File: src/design/dpm_pkg.sv
// Package for the disparity false-color map: shared types and constants.
// Used by the divider cells, the color lanes and the top level. No dependencies.
package dpm_pkg;

  // Configuration register indexes (word address bits [3:2]).
  typedef enum logic [1:0] {
    REG_MAX_DISP    = 2'd0,
    REG_SATURATION  = 2'd1,
    REG_VALUE_LEVEL = 2'd2
  } reg_idx_t;

  // Hue sectors of the HSV color wheel.
  typedef enum logic [2:0] {
    SEC_0 = 3'd0,
    SEC_1 = 3'd1,
    SEC_2 = 3'd2,
    SEC_3 = 3'd3,
    SEC_4 = 3'd4,
    SEC_5 = 3'd5
  } sector_t;

  // Sector width of the hue scale.
  localparam logic [7:0] HUE_SECTOR = 8'd60;

  // One in Q16 (sector fraction) and in Q24 (term scale).
  localparam logic [16:0] ONE_Q16 = 17'h10000;
  localparam logic [25:0] ONE_Q24 = 26'h1000000;

  // Reciprocal of 15 scaled for f = r * 16384 / 15, then corrected once.
  localparam logic [12:0] RECIP_15 = 13'd4369;
  localparam logic [4:0]  FIFTEEN  = 5'd15;

  // Data handed from one divider cell to the next.
  typedef struct packed {
    logic [15:0] rem;    // partial remainder, scaled by two per cell
    logic [7:0]  m;      // divisor (max_disp)
    logic [7:0]  q;      // quotient bits so far
    logic        blk;    // force black output
  } div_data_t;

  // Stage enables of the color lanes.
  typedef struct packed {
    logic s1;
    logic s2;
    logic s3;
  } lane_en_t;

endpackage

File: src/design/disparity_pseudocolor_map.sv
// Top level of the disparity false-color map: registers, divider chain, sectors, lanes.
// Depends on dpm_pkg, dpm_div_cell and dpm_color_lane.
//
//  channel | direction | handshake             | payload
//  --------+-----------+-----------------------+-------------------------------
//  in      | input     | in_valid / in_ready   | in_disparity[7:0]
//  out     | output    | out_valid / out_ready | out_blue, out_green, out_red
//  cfg     | input     | psel/penable/pwrite   | paddr[3:0], pwdata, prdata
//
// One pixel per clock is accepted unless a stalled output holds the pipeline;
// its result shows on out_valid after fourteen register stages: an input stage,
// eight divider cells (one quotient bit each), two sector stages and three
// stages in each color lane.
// Reset (synchronous, rst_n low) empties the pipeline and loads the register
// defaults. A stalled output holds only the stages behind it that are full;
// empty stages keep taking new pixels.
module disparity_pseudocolor_map (
  input  logic        clk,
  input  logic        rst_n,
  input  logic        in_valid,
  output logic        in_ready,
  input  logic [7:0]  in_disparity,
  output logic        out_valid,
  input  logic        out_ready,
  output logic [7:0]  out_blue,
  output logic [7:0]  out_green,
  output logic [7:0]  out_red,
  input  logic        psel,
  input  logic        penable,
  input  logic        pwrite,
  input  logic [3:0]  paddr,
  input  logic [31:0] pwdata,
  output logic [31:0] prdata,
  output logic        pready
);
  import dpm_pkg::*;

  localparam int NCELL = 8;

  // Configuration registers.
  logic [7:0] max_disp_r;
  logic [8:0] sat_r;
  logic [8:0] val_r;
  logic       cfg_wr;

  // Input stage.
  logic       v_in_r;
  div_data_t  in_data_r, in_data_nxt;
  logic [7:0] dm;
  logic       en_in;

  // Divider chain.
  logic       cv   [NCELL];
  div_data_t  cd   [NCELL];
  logic       cen  [NCELL];

  // Sector stages.
  logic        v_sa_r, v_sb_r, en_sa, en_sb;
  sector_t     hi_r, hi_nxt;
  logic [5:0]  r_r, r_nxt;
  logic        blk_a_r, blk_b_r;
  logic [7:0]  hue;
  logic [17:0] q0_prod;
  logic [15:0] q0;
  logic [19:0] rem15;
  logic [15:0] f;
  logic [16:0] kp, kq, kt;
  logic [16:0] kb_r, kg_r, kr_r, kb_nxt, kg_nxt, kr_nxt;

  // Lane stage control.
  logic [2:0] lv_r;
  lane_en_t   len;

  assign pready = 1'b1;
  assign cfg_wr = psel && penable && pwrite;

  // Register writes; writes beyond the list are ignored.
  always_ff @(posedge clk) begin
    if (!rst_n) begin
      max_disp_r <= 8'd255;
      sat_r      <= 9'd256;
      val_r      <= 9'd256;
    end else if (cfg_wr) begin
      unique case (paddr[3:2])
        REG_MAX_DISP:    max_disp_r <= pwdata[7:0];
        REG_SATURATION:  sat_r      <= pwdata[8:0];
        REG_VALUE_LEVEL: val_r      <= pwdata[8:0];
        default: ;
      endcase
    end
  end

  // Register reads.
  always_comb begin
    unique case (paddr[3:2])
      REG_MAX_DISP:    prdata = {24'b0, max_disp_r};
      REG_SATURATION:  prdata = {23'b0, sat_r};
      REG_VALUE_LEVEL: prdata = {23'b0, val_r};
      default:         prdata = 32'b0;
    endcase
  end

  // Ready chain from the output back to the input: a stage moves when it is
  // empty or the stage after it moves.
  assign len.s3 = !lv_r[2] || out_ready;
  assign len.s2 = !lv_r[1] || len.s3;
  assign len.s1 = !lv_r[0] || len.s2;
  assign en_sb  = !v_sb_r  || len.s1;
  assign en_sa  = !v_sa_r  || en_sb;

  always_comb begin
    cen[NCELL-1] = !cv[NCELL-1] || en_sa;
    for (int i = NCELL - 2; i >= 0; i--) begin
      cen[i] = !cv[i] || cen[i+1];
    end
  end

  assign en_in    = !v_in_r || cen[0];
  assign in_ready = en_in;

  // Input stage: dividend (max - d) * 240, zero when d exceeds max.
  assign dm = max_disp_r - in_disparity;
  always_comb begin
    in_data_nxt.m   = max_disp_r;
    in_data_nxt.q   = 8'd0;
    in_data_nxt.blk = (max_disp_r == 8'd0);
    if (in_disparity > max_disp_r) begin
      in_data_nxt.rem = 16'd0;
    end else begin
      in_data_nxt.rem = {dm, 8'b0} - {4'b0, dm, 4'b0};
    end
  end

  always_ff @(posedge clk) begin
    if (!rst_n) begin
      v_in_r <= 1'b0;
    end else if (en_in) begin
      v_in_r <= in_valid;
    end
  end

  always_ff @(posedge clk) begin
    if (en_in) begin
      in_data_r <= in_data_nxt;
    end
  end

  // Divider chain, most significant quotient bit first.
  for (genvar g = 0; g < NCELL; g++) begin : g_cell
    if (g == 0) begin : g_first
      dpm_div_cell u_cell (
        .clk       (clk),
        .rst_n     (rst_n),
        .en        (cen[g]),
        .in_valid  (v_in_r),
        .in_data   (in_data_r),
        .out_valid (cv[g]),
        .out_data  (cd[g])
      );
    end else begin : g_next
      dpm_div_cell u_cell (
        .clk       (clk),
        .rst_n     (rst_n),
        .en        (cen[g]),
        .in_valid  (cv[g-1]),
        .in_data   (cd[g-1]),
        .out_valid (cv[g]),
        .out_data  (cd[g])
      );
    end
  end

  // Sector stage A: hue sector and the hue within the sector.
  assign hue = cd[NCELL-1].q;
  always_comb begin
    if (hue >= 8'(4 * HUE_SECTOR)) begin
      hi_nxt = SEC_4;
      r_nxt  = 6'(hue - 8'(4 * HUE_SECTOR));
    end else if (hue >= 8'(3 * HUE_SECTOR)) begin
      hi_nxt = SEC_3;
      r_nxt  = 6'(hue - 8'(3 * HUE_SECTOR));
    end else if (hue >= 8'(2 * HUE_SECTOR)) begin
      hi_nxt = SEC_2;
      r_nxt  = 6'(hue - 8'(2 * HUE_SECTOR));
    end else if (hue >= HUE_SECTOR) begin
      hi_nxt = SEC_1;
      r_nxt  = 6'(hue - HUE_SECTOR);
    end else begin
      hi_nxt = SEC_0;
      r_nxt  = hue[5:0];
    end
  end

  // Sector stage B: fraction f = r * 2^16 / 60 by reciprocal with one
  // correction, then the per-channel multiplier of S.
  assign q0_prod = {12'b0, r_r} * {5'b0, RECIP_15};
  assign q0      = q0_prod[17:2];
  assign rem15   = {r_r, 14'b0} - (20'(q0) * 20'(FIFTEEN));
  assign f       = (rem15 >= 20'(FIFTEEN)) ? (q0 + 16'd1) : q0;

  // The value term uses multiplier zero, p uses one, q uses f, t uses 1 - f.
  assign kp = ONE_Q16;
  assign kq = {1'b0, f};
  assign kt = ONE_Q16 - {1'b0, f};

  always_comb begin
    unique case (hi_r)
      SEC_0: begin kb_nxt = kp;    kg_nxt = kt;    kr_nxt = 17'd0; end
      SEC_1: begin kb_nxt = kp;    kg_nxt = 17'd0; kr_nxt = kq;    end
      SEC_2: begin kb_nxt = kt;    kg_nxt = 17'd0; kr_nxt = kp;    end
      SEC_3: begin kb_nxt = 17'd0; kg_nxt = kq;    kr_nxt = kp;    end
      SEC_4: begin kb_nxt = 17'd0; kg_nxt = kp;    kr_nxt = kt;    end
      default: begin kb_nxt = kq;  kg_nxt = kp;    kr_nxt = 17'd0; end
    endcase
  end

  always_ff @(posedge clk) begin
    if (!rst_n) begin
      v_sa_r <= 1'b0;
      v_sb_r <= 1'b0;
      lv_r   <= 3'b0;
    end else begin
      if (en_sa)  v_sa_r  <= cv[NCELL-1];
      if (en_sb)  v_sb_r  <= v_sa_r;
      if (len.s1) lv_r[0] <= v_sb_r;
      if (len.s2) lv_r[1] <= lv_r[0];
      if (len.s3) lv_r[2] <= lv_r[1];
    end
  end

  always_ff @(posedge clk) begin
    if (en_sa) begin
      hi_r    <= hi_nxt;
      r_r     <= r_nxt;
      blk_a_r <= cd[NCELL-1].blk;
    end
    if (en_sb) begin
      kb_r    <= kb_nxt;
      kg_r    <= kg_nxt;
      kr_r    <= kr_nxt;
      blk_b_r <= blk_a_r;
    end
  end

  // Color lanes.
  dpm_color_lane u_blue (
    .clk (clk), .en (len), .k (kb_r), .blk (blk_b_r),
    .sat (sat_r), .val (val_r), .chan_byte (out_blue)
  );
  dpm_color_lane u_green (
    .clk (clk), .en (len), .k (kg_r), .blk (blk_b_r),
    .sat (sat_r), .val (val_r), .chan_byte (out_green)
  );
  dpm_color_lane u_red (
    .clk (clk), .en (len), .k (kr_r), .blk (blk_b_r),
    .sat (sat_r), .val (val_r), .chan_byte (out_red)
  );

  assign out_valid = lv_r[2];

  // An accepted transaction always lands in the input stage.
  a_in_lands: assert property (@(posedge clk) disable iff (!rst_n)
    (in_valid && in_ready) |=> v_in_r)
    else $error("accepted transaction did not reach the input stage");

  // A live divisor never yields a hue past the blue end.
  a_hue_range: assert property (@(posedge clk) disable iff (!rst_n)
    (cv[NCELL-1] && !cd[NCELL-1].blk) |-> (cd[NCELL-1].q <= 8'd240))
    else $error("hue quotient out of range");

  // With a live divisor the last sector never occurs.
  a_no_sector5: assert property (@(posedge clk) disable iff (!rst_n)
    (v_sa_r && !blk_a_r) |-> (hi_r != SEC_5))
    else $error("unreachable hue sector seen");

  // The hue within a sector stays below the sector width.
  a_frac_range: assert property (@(posedge clk) disable iff (!rst_n)
    (v_sa_r && !blk_a_r) |-> (r_r < HUE_SECTOR[5:0] || r_r == 6'd0))
    else $error("hue within sector out of range");

endmodule

File: src/design/dpm_div_cell.sv
// One cell of the hue divider chain: yields one quotient bit per cell.
// Depends on dpm_pkg for the cell data struct.
module dpm_div_cell (
  input  logic              clk,
  input  logic              rst_n,
  input  logic              en,
  input  logic              in_valid,
  input  dpm_pkg::div_data_t in_data,
  output logic              out_valid,
  output dpm_pkg::div_data_t out_data
);
  import dpm_pkg::*;

  logic        valid_r;
  div_data_t   data_r;
  div_data_t   data_nxt;
  logic [15:0] sub;
  logic        ge;
  logic [15:0] diff;

  // Compare the remainder with the divisor aligned to the top quotient bit.
  assign sub  = {1'b0, in_data.m, 7'b0};
  assign ge   = (in_data.rem >= sub);
  assign diff = ge ? (in_data.rem - sub) : in_data.rem;

  // The remainder after a subtract stays below the aligned divisor, so one shift fits.
  always_comb begin
    data_nxt     = in_data;
    data_nxt.rem = {diff[14:0], 1'b0};
    data_nxt.q   = {in_data.q[6:0], ge};
  end

  // Valid is control state; the data needs no reset.
  always_ff @(posedge clk) begin
    if (!rst_n) begin
      valid_r <= 1'b0;
    end else if (en) begin
      valid_r <= in_valid;
    end
  end

  always_ff @(posedge clk) begin
    if (en) begin
      data_r <= data_nxt;
    end
  end

  assign out_valid = valid_r;
  assign out_data  = data_r;

endmodule

File: src/design/dpm_color_lane.sv
// One color channel: term k*S, scaling by V, clamp and conversion to a byte.
// Depends on dpm_pkg for the enable struct and the Q24 constant.
module dpm_color_lane (
  input  logic              clk,
  input  dpm_pkg::lane_en_t en,
  input  logic [16:0]       k,
  input  logic              blk,
  input  logic [8:0]        sat,
  input  logic [8:0]        val,
  output logic [7:0]        chan_byte
);
  import dpm_pkg::*;

  logic [25:0]        prod_r, prod_nxt;
  logic               blk1_r, blk2_r;
  logic signed [26:0] w;
  logic signed [36:0] x_r, x_nxt;
  logic [39:0]        y;
  logic [7:0]         byte_r, byte_nxt;

  // First stage: product of the sector multiplier and the saturation.
  assign prod_nxt = {9'b0, k} * {17'b0, sat};

  // Second stage: term W = 1 - k*S in Q24, then scaled by V.
  assign w     = $signed({1'b0, ONE_Q24}) - $signed({1'b0, prod_r});
  assign x_nxt = 37'(w) * 37'($signed({1'b0, val}));

  // Third stage: zero when black, else clamp to [0, 1.0] in Q32 and take (x * 255) >> 32.
  assign y = {x_r[31:0], 8'b0} - {8'b0, x_r[31:0]};

  always_comb begin
    if (blk2_r) begin
      byte_nxt = 8'd0;
    end else if (x_r[36]) begin
      byte_nxt = 8'd0;
    end else if (|x_r[35:32]) begin
      byte_nxt = 8'hFF;
    end else begin
      byte_nxt = y[39:32];
    end
  end

  always_ff @(posedge clk) begin
    if (en.s1) begin
      prod_r <= prod_nxt;
      blk1_r <= blk;
    end
    if (en.s2) begin
      x_r    <= x_nxt;
      blk2_r <= blk1_r;
    end
    if (en.s3) begin
      byte_r <= byte_nxt;
    end
  end

  assign chan_byte = byte_r;

endmodule
File: config.mk
export PLATFORM = sky130hd
export DESIGN_NAME = disparity_pseudocolor_map
export DESIGN_NICKNAME = d
export VERILOG_FILES = /design/src/design/dpm_pkg.sv /design/src/design/disparity_pseudocolor_map.sv /design/src/design/dpm_div_cell.sv /design/src/design/dpm_color_lane.sv
export SDC_FILE = /design/constraint.sdc
export NUM_CORES = 2
export LEC_CHECK = 0
export BUFFER_PORTS_ARGS = -buffer_cell sky130_fd_sc_hd__buf_2
export CAP_MARGIN = 10
export CORE_MARGIN = 4
export CORE_UTILIZATION = 52
export DETAILED_ROUTE_END_ITERATION = 8
export GPL_TIMING_DRIVEN = 0
export PLACE_DENSITY = 0.77
export SETUP_SLACK_MARGIN = 0.4
export SYNTH_ARGS = -nofsm -noshare
export SYNTH_HDL_FRONTEND = slang
export SYNTH_SLANG_ARGS = --single-unit
File: constraint.sdc
create_clock -name clk -period 15.5 [get_ports clk]
set_input_delay 1.55 -clock clk [delete_from_list [all_inputs] [get_ports clk]]
set_output_delay 1.55 -clock clk [all_outputs]
set_load 0.1 [all_outputs]
== Word-level counts from Yosys, hierarchy flattened ==
Cells that the tools add are included.

* Input bits: 51
* Word-level logic and storage cells: 192
* Register bits: 547

* Add/subtract/negate cells: 22
* Reductions and logical operators: 46
* Eq/ne operators: 6
* $lt $le $gt $ge: 14
* Multipliers: 8
* Muxes and demuxes: 22

{| class="wikitable"
|+ Operators by type and width
! kind !! number
|-
| $pmux 17 s3 || 3
|-
| $ge 16x15->1 || 8
|-
| $sub 40x32->40 || 3
|-
| $mul 27x10->37 || 3
|-
| $mux 15 || 7
|-
| $sub 15x15->15 || 7
|-
| $sub 25x26->27 const A || 3
|-
| $mul 17x9->26 || 3
|-
| $pmux 9 s3 || 1
|-
| $mux 6 || 4
|-
| $mux 8 || 3
|-
| $sub 6x6->6 const B || 4
|-
| $ge 20x4->1 const B || 1
|-
| $mul 16x4->20 const B || 1
|-
| $sub 20x20->20 || 1
|-
| $mul 6x13->18 const B || 1
|-
| $sub 17x16->17 const A || 1
|-
| $add 16x1->16 const B || 1
|-
| $ge 8x8->1 const B || 2
|-
| $mux 16 || 1
|-
| $sub 16x12->16 || 1
|-
| $logic_not 1->1 || 14
|-
| $logic_or 1x1->1 || 14
|-
| $reduce_or 2->1 || 7
|-
| other kinds (17) || 24
|}

== Logic depth before layout (Yosys ltp) ==
* Depth after elaboration: 15
* Gate-level depth with buffers: 31
* Mapped depth without buffers: 30

== By module ==
Synthesis repeated with hierarchy kept, for this count alone.

* Cells, all modules: 7158
* Area, all modules: 71073.2 µm²

{| class="wikitable"
|+ Modules (own cells, without submodules)
! module !! instances !! cells each !! area each (µm²)
|-
| dpm_color_lane at u_blue || 1 || 1806 || 16701.0
|-
| dpm_color_lane at u_green || 1 || 1800 || 16602.2
|-
| dpm_color_lane at u_red || 1 || 1770 || 16504.6
|-
| dpm_div_cell || 8 || 102 || 1520.2
|-
| disparity_pseudocolor_map || 1 || 966 || 9103.7
|}

== Worst setup path before layout ==
OpenSTA, ideal clock, no wires.

* Kind: reg-to-reg
* Start point: register u_red.prod_r[8]
* End point: register u_red.x_r[36] (data pin)
* Arrival time: 7.341 ns
* Cell stages (with the launch flop): 28
* Library setup time: 0.265 ns
* Slack: 7.894 ns
* Path buffers: 0
* Cell sequence: edfxtp_1 or4_1 or3_1 or4_1 or4_1 nor2_1 nand3b_1 xnor2_1 nand2_1 fa_1 inv_1 fa_1 inv_1 fa_1 inv_1 fa_1 fa_1 ha_1 a21o_1 a21o_1 a21oi_1 inv_1 a21o_1 a21oi_1 o21ai_0 o21bai_1 o21ai_0 a31oi_1

* Longest elaborated chain between the ends: 2

{| class="wikitable"
|+ Ends and longest elaborated chain
! item !! RTL line !! RTL
|-
| start, declared || dpm_color_lane.sv:14 || <nowiki>logic [25:0] prod_r, prod_nxt;</nowiki>
|-
| start signal, assigned || dpm_color_lane.sv:45 || <nowiki>prod_r <= prod_nxt;</nowiki>
|-
| $sub 25x26->27 || dpm_color_lane.sv:25 || <nowiki>assign w = $signed({1'b0, ONE_Q24}) - $signed({1'b0, prod_r});</nowiki>
|-
| $mul 27x10->37 || dpm_color_lane.sv:26 || <nowiki>assign x_nxt = 37'(w) * 37'($signed({1'b0, val}));</nowiki>
|-
| net u_red.x_nxt[36] || dpm_color_lane.sv:17 || <nowiki>logic signed [36:0] x_r, x_nxt;</nowiki>
|-
| end signal, assigned || dpm_color_lane.sv:49 || <nowiki>x_r <= x_nxt;</nowiki>
|-
| end, declared || dpm_color_lane.sv:17 ||
|}

The timed path passes the listed nets, and every way through them passes these cells.
A chain may end at the register's enable or synchronous reset.

== Worst setup path after layout ==
Ends and elaborated chain as after synthesis.

==> summary.txt <==
Min path
  – Hold Crit Class: flip-flop to flip-flop
  – Hold Path Cell Cnt: 0
  – Hold_sp: g_cell[0].g_first.u_cell.out_data[1]
  – Min-Delay Endpoint: g_cell[1].g_next.u_cell.out_data[2]

Clock tree
  – # resized after CTS: 0
  – CTS max path bufs: 3
  – Clock Sinks: 500
  – Latest clock arrival within the worst-skew pair: 0.69 ns
  – Postcts setup bufs: 0
  – CTS Hold Buffers Added: 0
  – Clock transition at path regs: 0.06 ns
  – CTS tree: done
  – Root Driver: clkbuf_16
  – Cts bufs inserted: 58
  – H-Tree Depth: 2

Timing
  – Worst slew margin: 11.4%
  – Post-layout minimum cycle time: 9.09 ns
  – Max-slew violation count: 0
  – Final Hold Fails: 0
  – Setup ws final: 6.41 ns
  – RSZ-0062 raised after global routing: false
  – Final setup violating endpoints: 0
  – FMAX: 0.110 GHz
  – Worst-Margin Slew: 1.33 ns
  – Final period util: 58.7%
  – TNS Setup: 0 ns
  – Final Skew: 0.0490 ns

Critical path
  – Critical Path RT: 15.99 ns
  – R2R depth: 27
  – Flop-to-flop setup slack: 6.41 ns
  – Setup crit end kind: flip-flop
  – Startpoint Class: flip-flop
  – Worst-path fanout max: 9
  – Reg2reg start: u_red.prod_r[8]
  – Critical Path AT: 9.58 ns
  – Crit Reg-Reg Endpoint: u_red.x_r[36]
  – Crit Path Class: flip-flop to flip-flop

Routing
  – DRT Pass-1 Iters: 6
  – DRT iter0 DRCs: 3294
  – DRT Wirelength: 160000 um
  – Antenna Violating Nets Remaining: 0
  – Vias/cell: 5.51
  – Routed vias: 47600
  – WL per Instance: 18.5 um
  – Drt drc: 0

Global route
  – GRT Total Usage: 24.8%
  – Largest net degree at the start of global routing: 78
  – Initial antenna violation count: 6
  – First-pass GRT wire length: 262000 um
  – GRT overflow: 0
  – Vias in the first global route: 49900

Cells and area
  – Commonest non-fill, non-tap cell in the layout: inv_1
  – Commonest cells after routing, fill and taps aside: 1256 x inv_1, 951 x fa_1, 767 x nand2_1
  – Nets@finish: 8520
  – Number of fill cells in the layout: 10500
  – Syn-to-layout area delta: 7.42%
  – Share of layout cells above drive strength 1: 3.60%

Yosys
  – EDFF count, synth: 460
  – Asr flop ratio synth: 0%
  – Register area share after synthesis: 22.3%
  – Unique cell type count in the Yosys netlist: 88
  – Post-synthesis instance total: 6774
  – Mapped cell area: 0.0656 mm2
  – Synthesis-stage register bit count: 500
  – Syn avg cell area: 9.68 um2
  – Ys Warns: 0
  – Synth Flop Type: edfxtp_1

Floorplan
  – Die ar.: 0.132 mm2
  – Die width: 363 um
  – # IOs: 110
  – Initial Utilization: 52.3%
  – # rows: 130
  – Core area: 0.125 mm2
  – Die height: 363 um

Run
  – Max Cap Viol: 0

Placement
  – DP Worst Slack: 6.49 ns
  – DP HPWL: 129000 um
  – RD Place Congestion: 0.948
  – PortBufs: 59

Outcome
  – Status: completed
## per-stage QoR
stage / util (%) / cell area (um2) / cells / hold WS [ns]
5_1_grt: 56.2 / 70500 / 8628 / 0.425
6_report: 56.2 / 70500 / 8634 / 0.414
3_3_place_gp: 54.3 / 68000 / 8505 / 0.401
3_5_place_dp: 54.4 / 68200 / 8512 / 0.405
4_1_cts: 56.1 / 70400 / 8622 / 0.417
2_1_floorplan: - / 65700 / 6796 / 0.400
## area by class of cell
class / count / area [um2] / share of cell area (%)
diodes: 8 / 20.0 / 0.0284
plain buffers: 248 / 1030 / 1.46
clock buffers: 76 / 1700 / 2.41
clock inverters: 34 / 492 / 0.698
inverters: 1262 / 4740 / 6.73
multi-input cells: 4786 / 45300 / 64.3
flip-flops and latches: 500 / 14600 / 20.7
well taps: 1650 / 2060 / 2.93
repair buffers: 70 / 485 / 0.689
## worst max-delay path: stages (launching register included)
cell and delay, ns:
edfxtp_1 0.42, or4_1 0.60, or3_1 0.39, or4_1 0.48, or4_1 0.60, nor2_1 0.14, nand3b_1 0.12, xnor2_1 0.90
and2_1 0.28, fa_1 0.43, fa_1 0.55, inv_1 0.06, fa_1 0.48, inv_1 0.06, fa_1 0.48, fa_1 0.50
ha_1 0.36, a21o_1 0.20, a21o_1 0.17, a21oi_1 0.18, inv_1 0.08, a21o_1 0.19, a21oi_1 0.24, o21ai_0 0.18
o21bai_1 0.21, o21ai_0 0.31, a21oi_1 0.12, a31oi_1 0.18
## logic make-up (layout without fill, tap and decap cells)
kind of cell               Yosys count  count (layout)  synth area share (%)
adders and majority gates         1543            1543                  40.3
and+or+nand+nor                   2072            2072                  16.0
DFF                                500             500                  22.3
muxes                               31              31                 0.500
buffers and inverters             1510            1690                  8.79
xor gates and xnor gates           318             318                  4.30
AOI/OAI and AO/OA                  798             798                  7.85
other                                2              32                0.0114
## cell usage after synthesis, drive strengths merged, types with 9 or more instances
cell / count / area (um2)
a21boi: 31 / 236
dfxtp: 40 / 801
buf: 68 / 353
and3: 29 / 181
o211ai: 11 / 82.6
nand2b: 47 / 294
nand3b: 9 / 67.6
or3: 18 / 113
o21bai: 25 / 188
o32ai: 9 / 78.8
nor4: 30 / 233
nand3: 64 / 320
a31oi: 31 / 194
nor2: 223 / 840
o31ai: 25 / 188
a31o: 10 / 87.6
nand2: 770 / 2890
o22ai: 21 / 131
edfxtp: 460 / 13800
xor2: 91 / 797
a21oi: 209 / 1050
and2: 648 / 4050
o21ai: 173 / 866
fa: 951 / 19000
or4: 21 / 158
a211oi: 22 / 165
inv: 1261 / 4730
or2: 16 / 100
xnor2: 227 / 2020
clkbuf: 180 / 676
nand4: 30 / 203
mux2i: 27 / 283
nor2b: 78 / 488
o2111ai: 10 / 87.6
nor3: 70 / 362
o21a: 45 / 338
a21o: 93 / 698
ha: 592 / 7410
## state kept, by name, summed over array words and instances (netlist names), 9 cells and up
name / cells
u_green.prod_r: 26
u_blue.x_r: 37
in_data_r: 21
kb_r: 17
u_red.x_r: 37
kr_r: 17
g_cell.g_next.u_cell.out_data: 141
u_blue.prod_r: 26
g_cell.g_first.u_cell.out_data: 21
sat_r: 9
u_red.prod_r: 26
u_green.x_r: 37
val_r: 9
kg_r: 17
## how the worst max path moves through the flow
stage	from	end	cells past startpoint
3_3_place_gp	r_r[5]	kg_r[15]	22
4_1_cts	u_red.prod_r[8]	u_red.x_r[36]	27
2_1_floorplan	u_red.prod_r[8]	u_red.x_r[36]	27
6_report	u_red.prod_r[8]	u_red.x_r[36]	27
5_1_grt	u_red.prod_r[6]	u_red.x_r[36]	28
3_5_place_dp	u_red.prod_r[8]	u_red.x_r[36]	27
## layer usage
| layer | GRT usage (%) | part of all wire (%) | vias up |
|---|---|---|---|
| li1 | - | - | 21800 |
| met1 | 31.6 | 39 | 23600 |
| met2 | 41.6 | 48 | 1725 |
| met3 | 3.69 | 7.1 | 419 |
| met4 | 12.6 | 5.8 | 2 |
| met5 | 0 | 0.0081 | - |
Power is left out: the tool's default activity adds up to more than one toggle a clock period on the data nets, which glitch-free logic cannot reach.
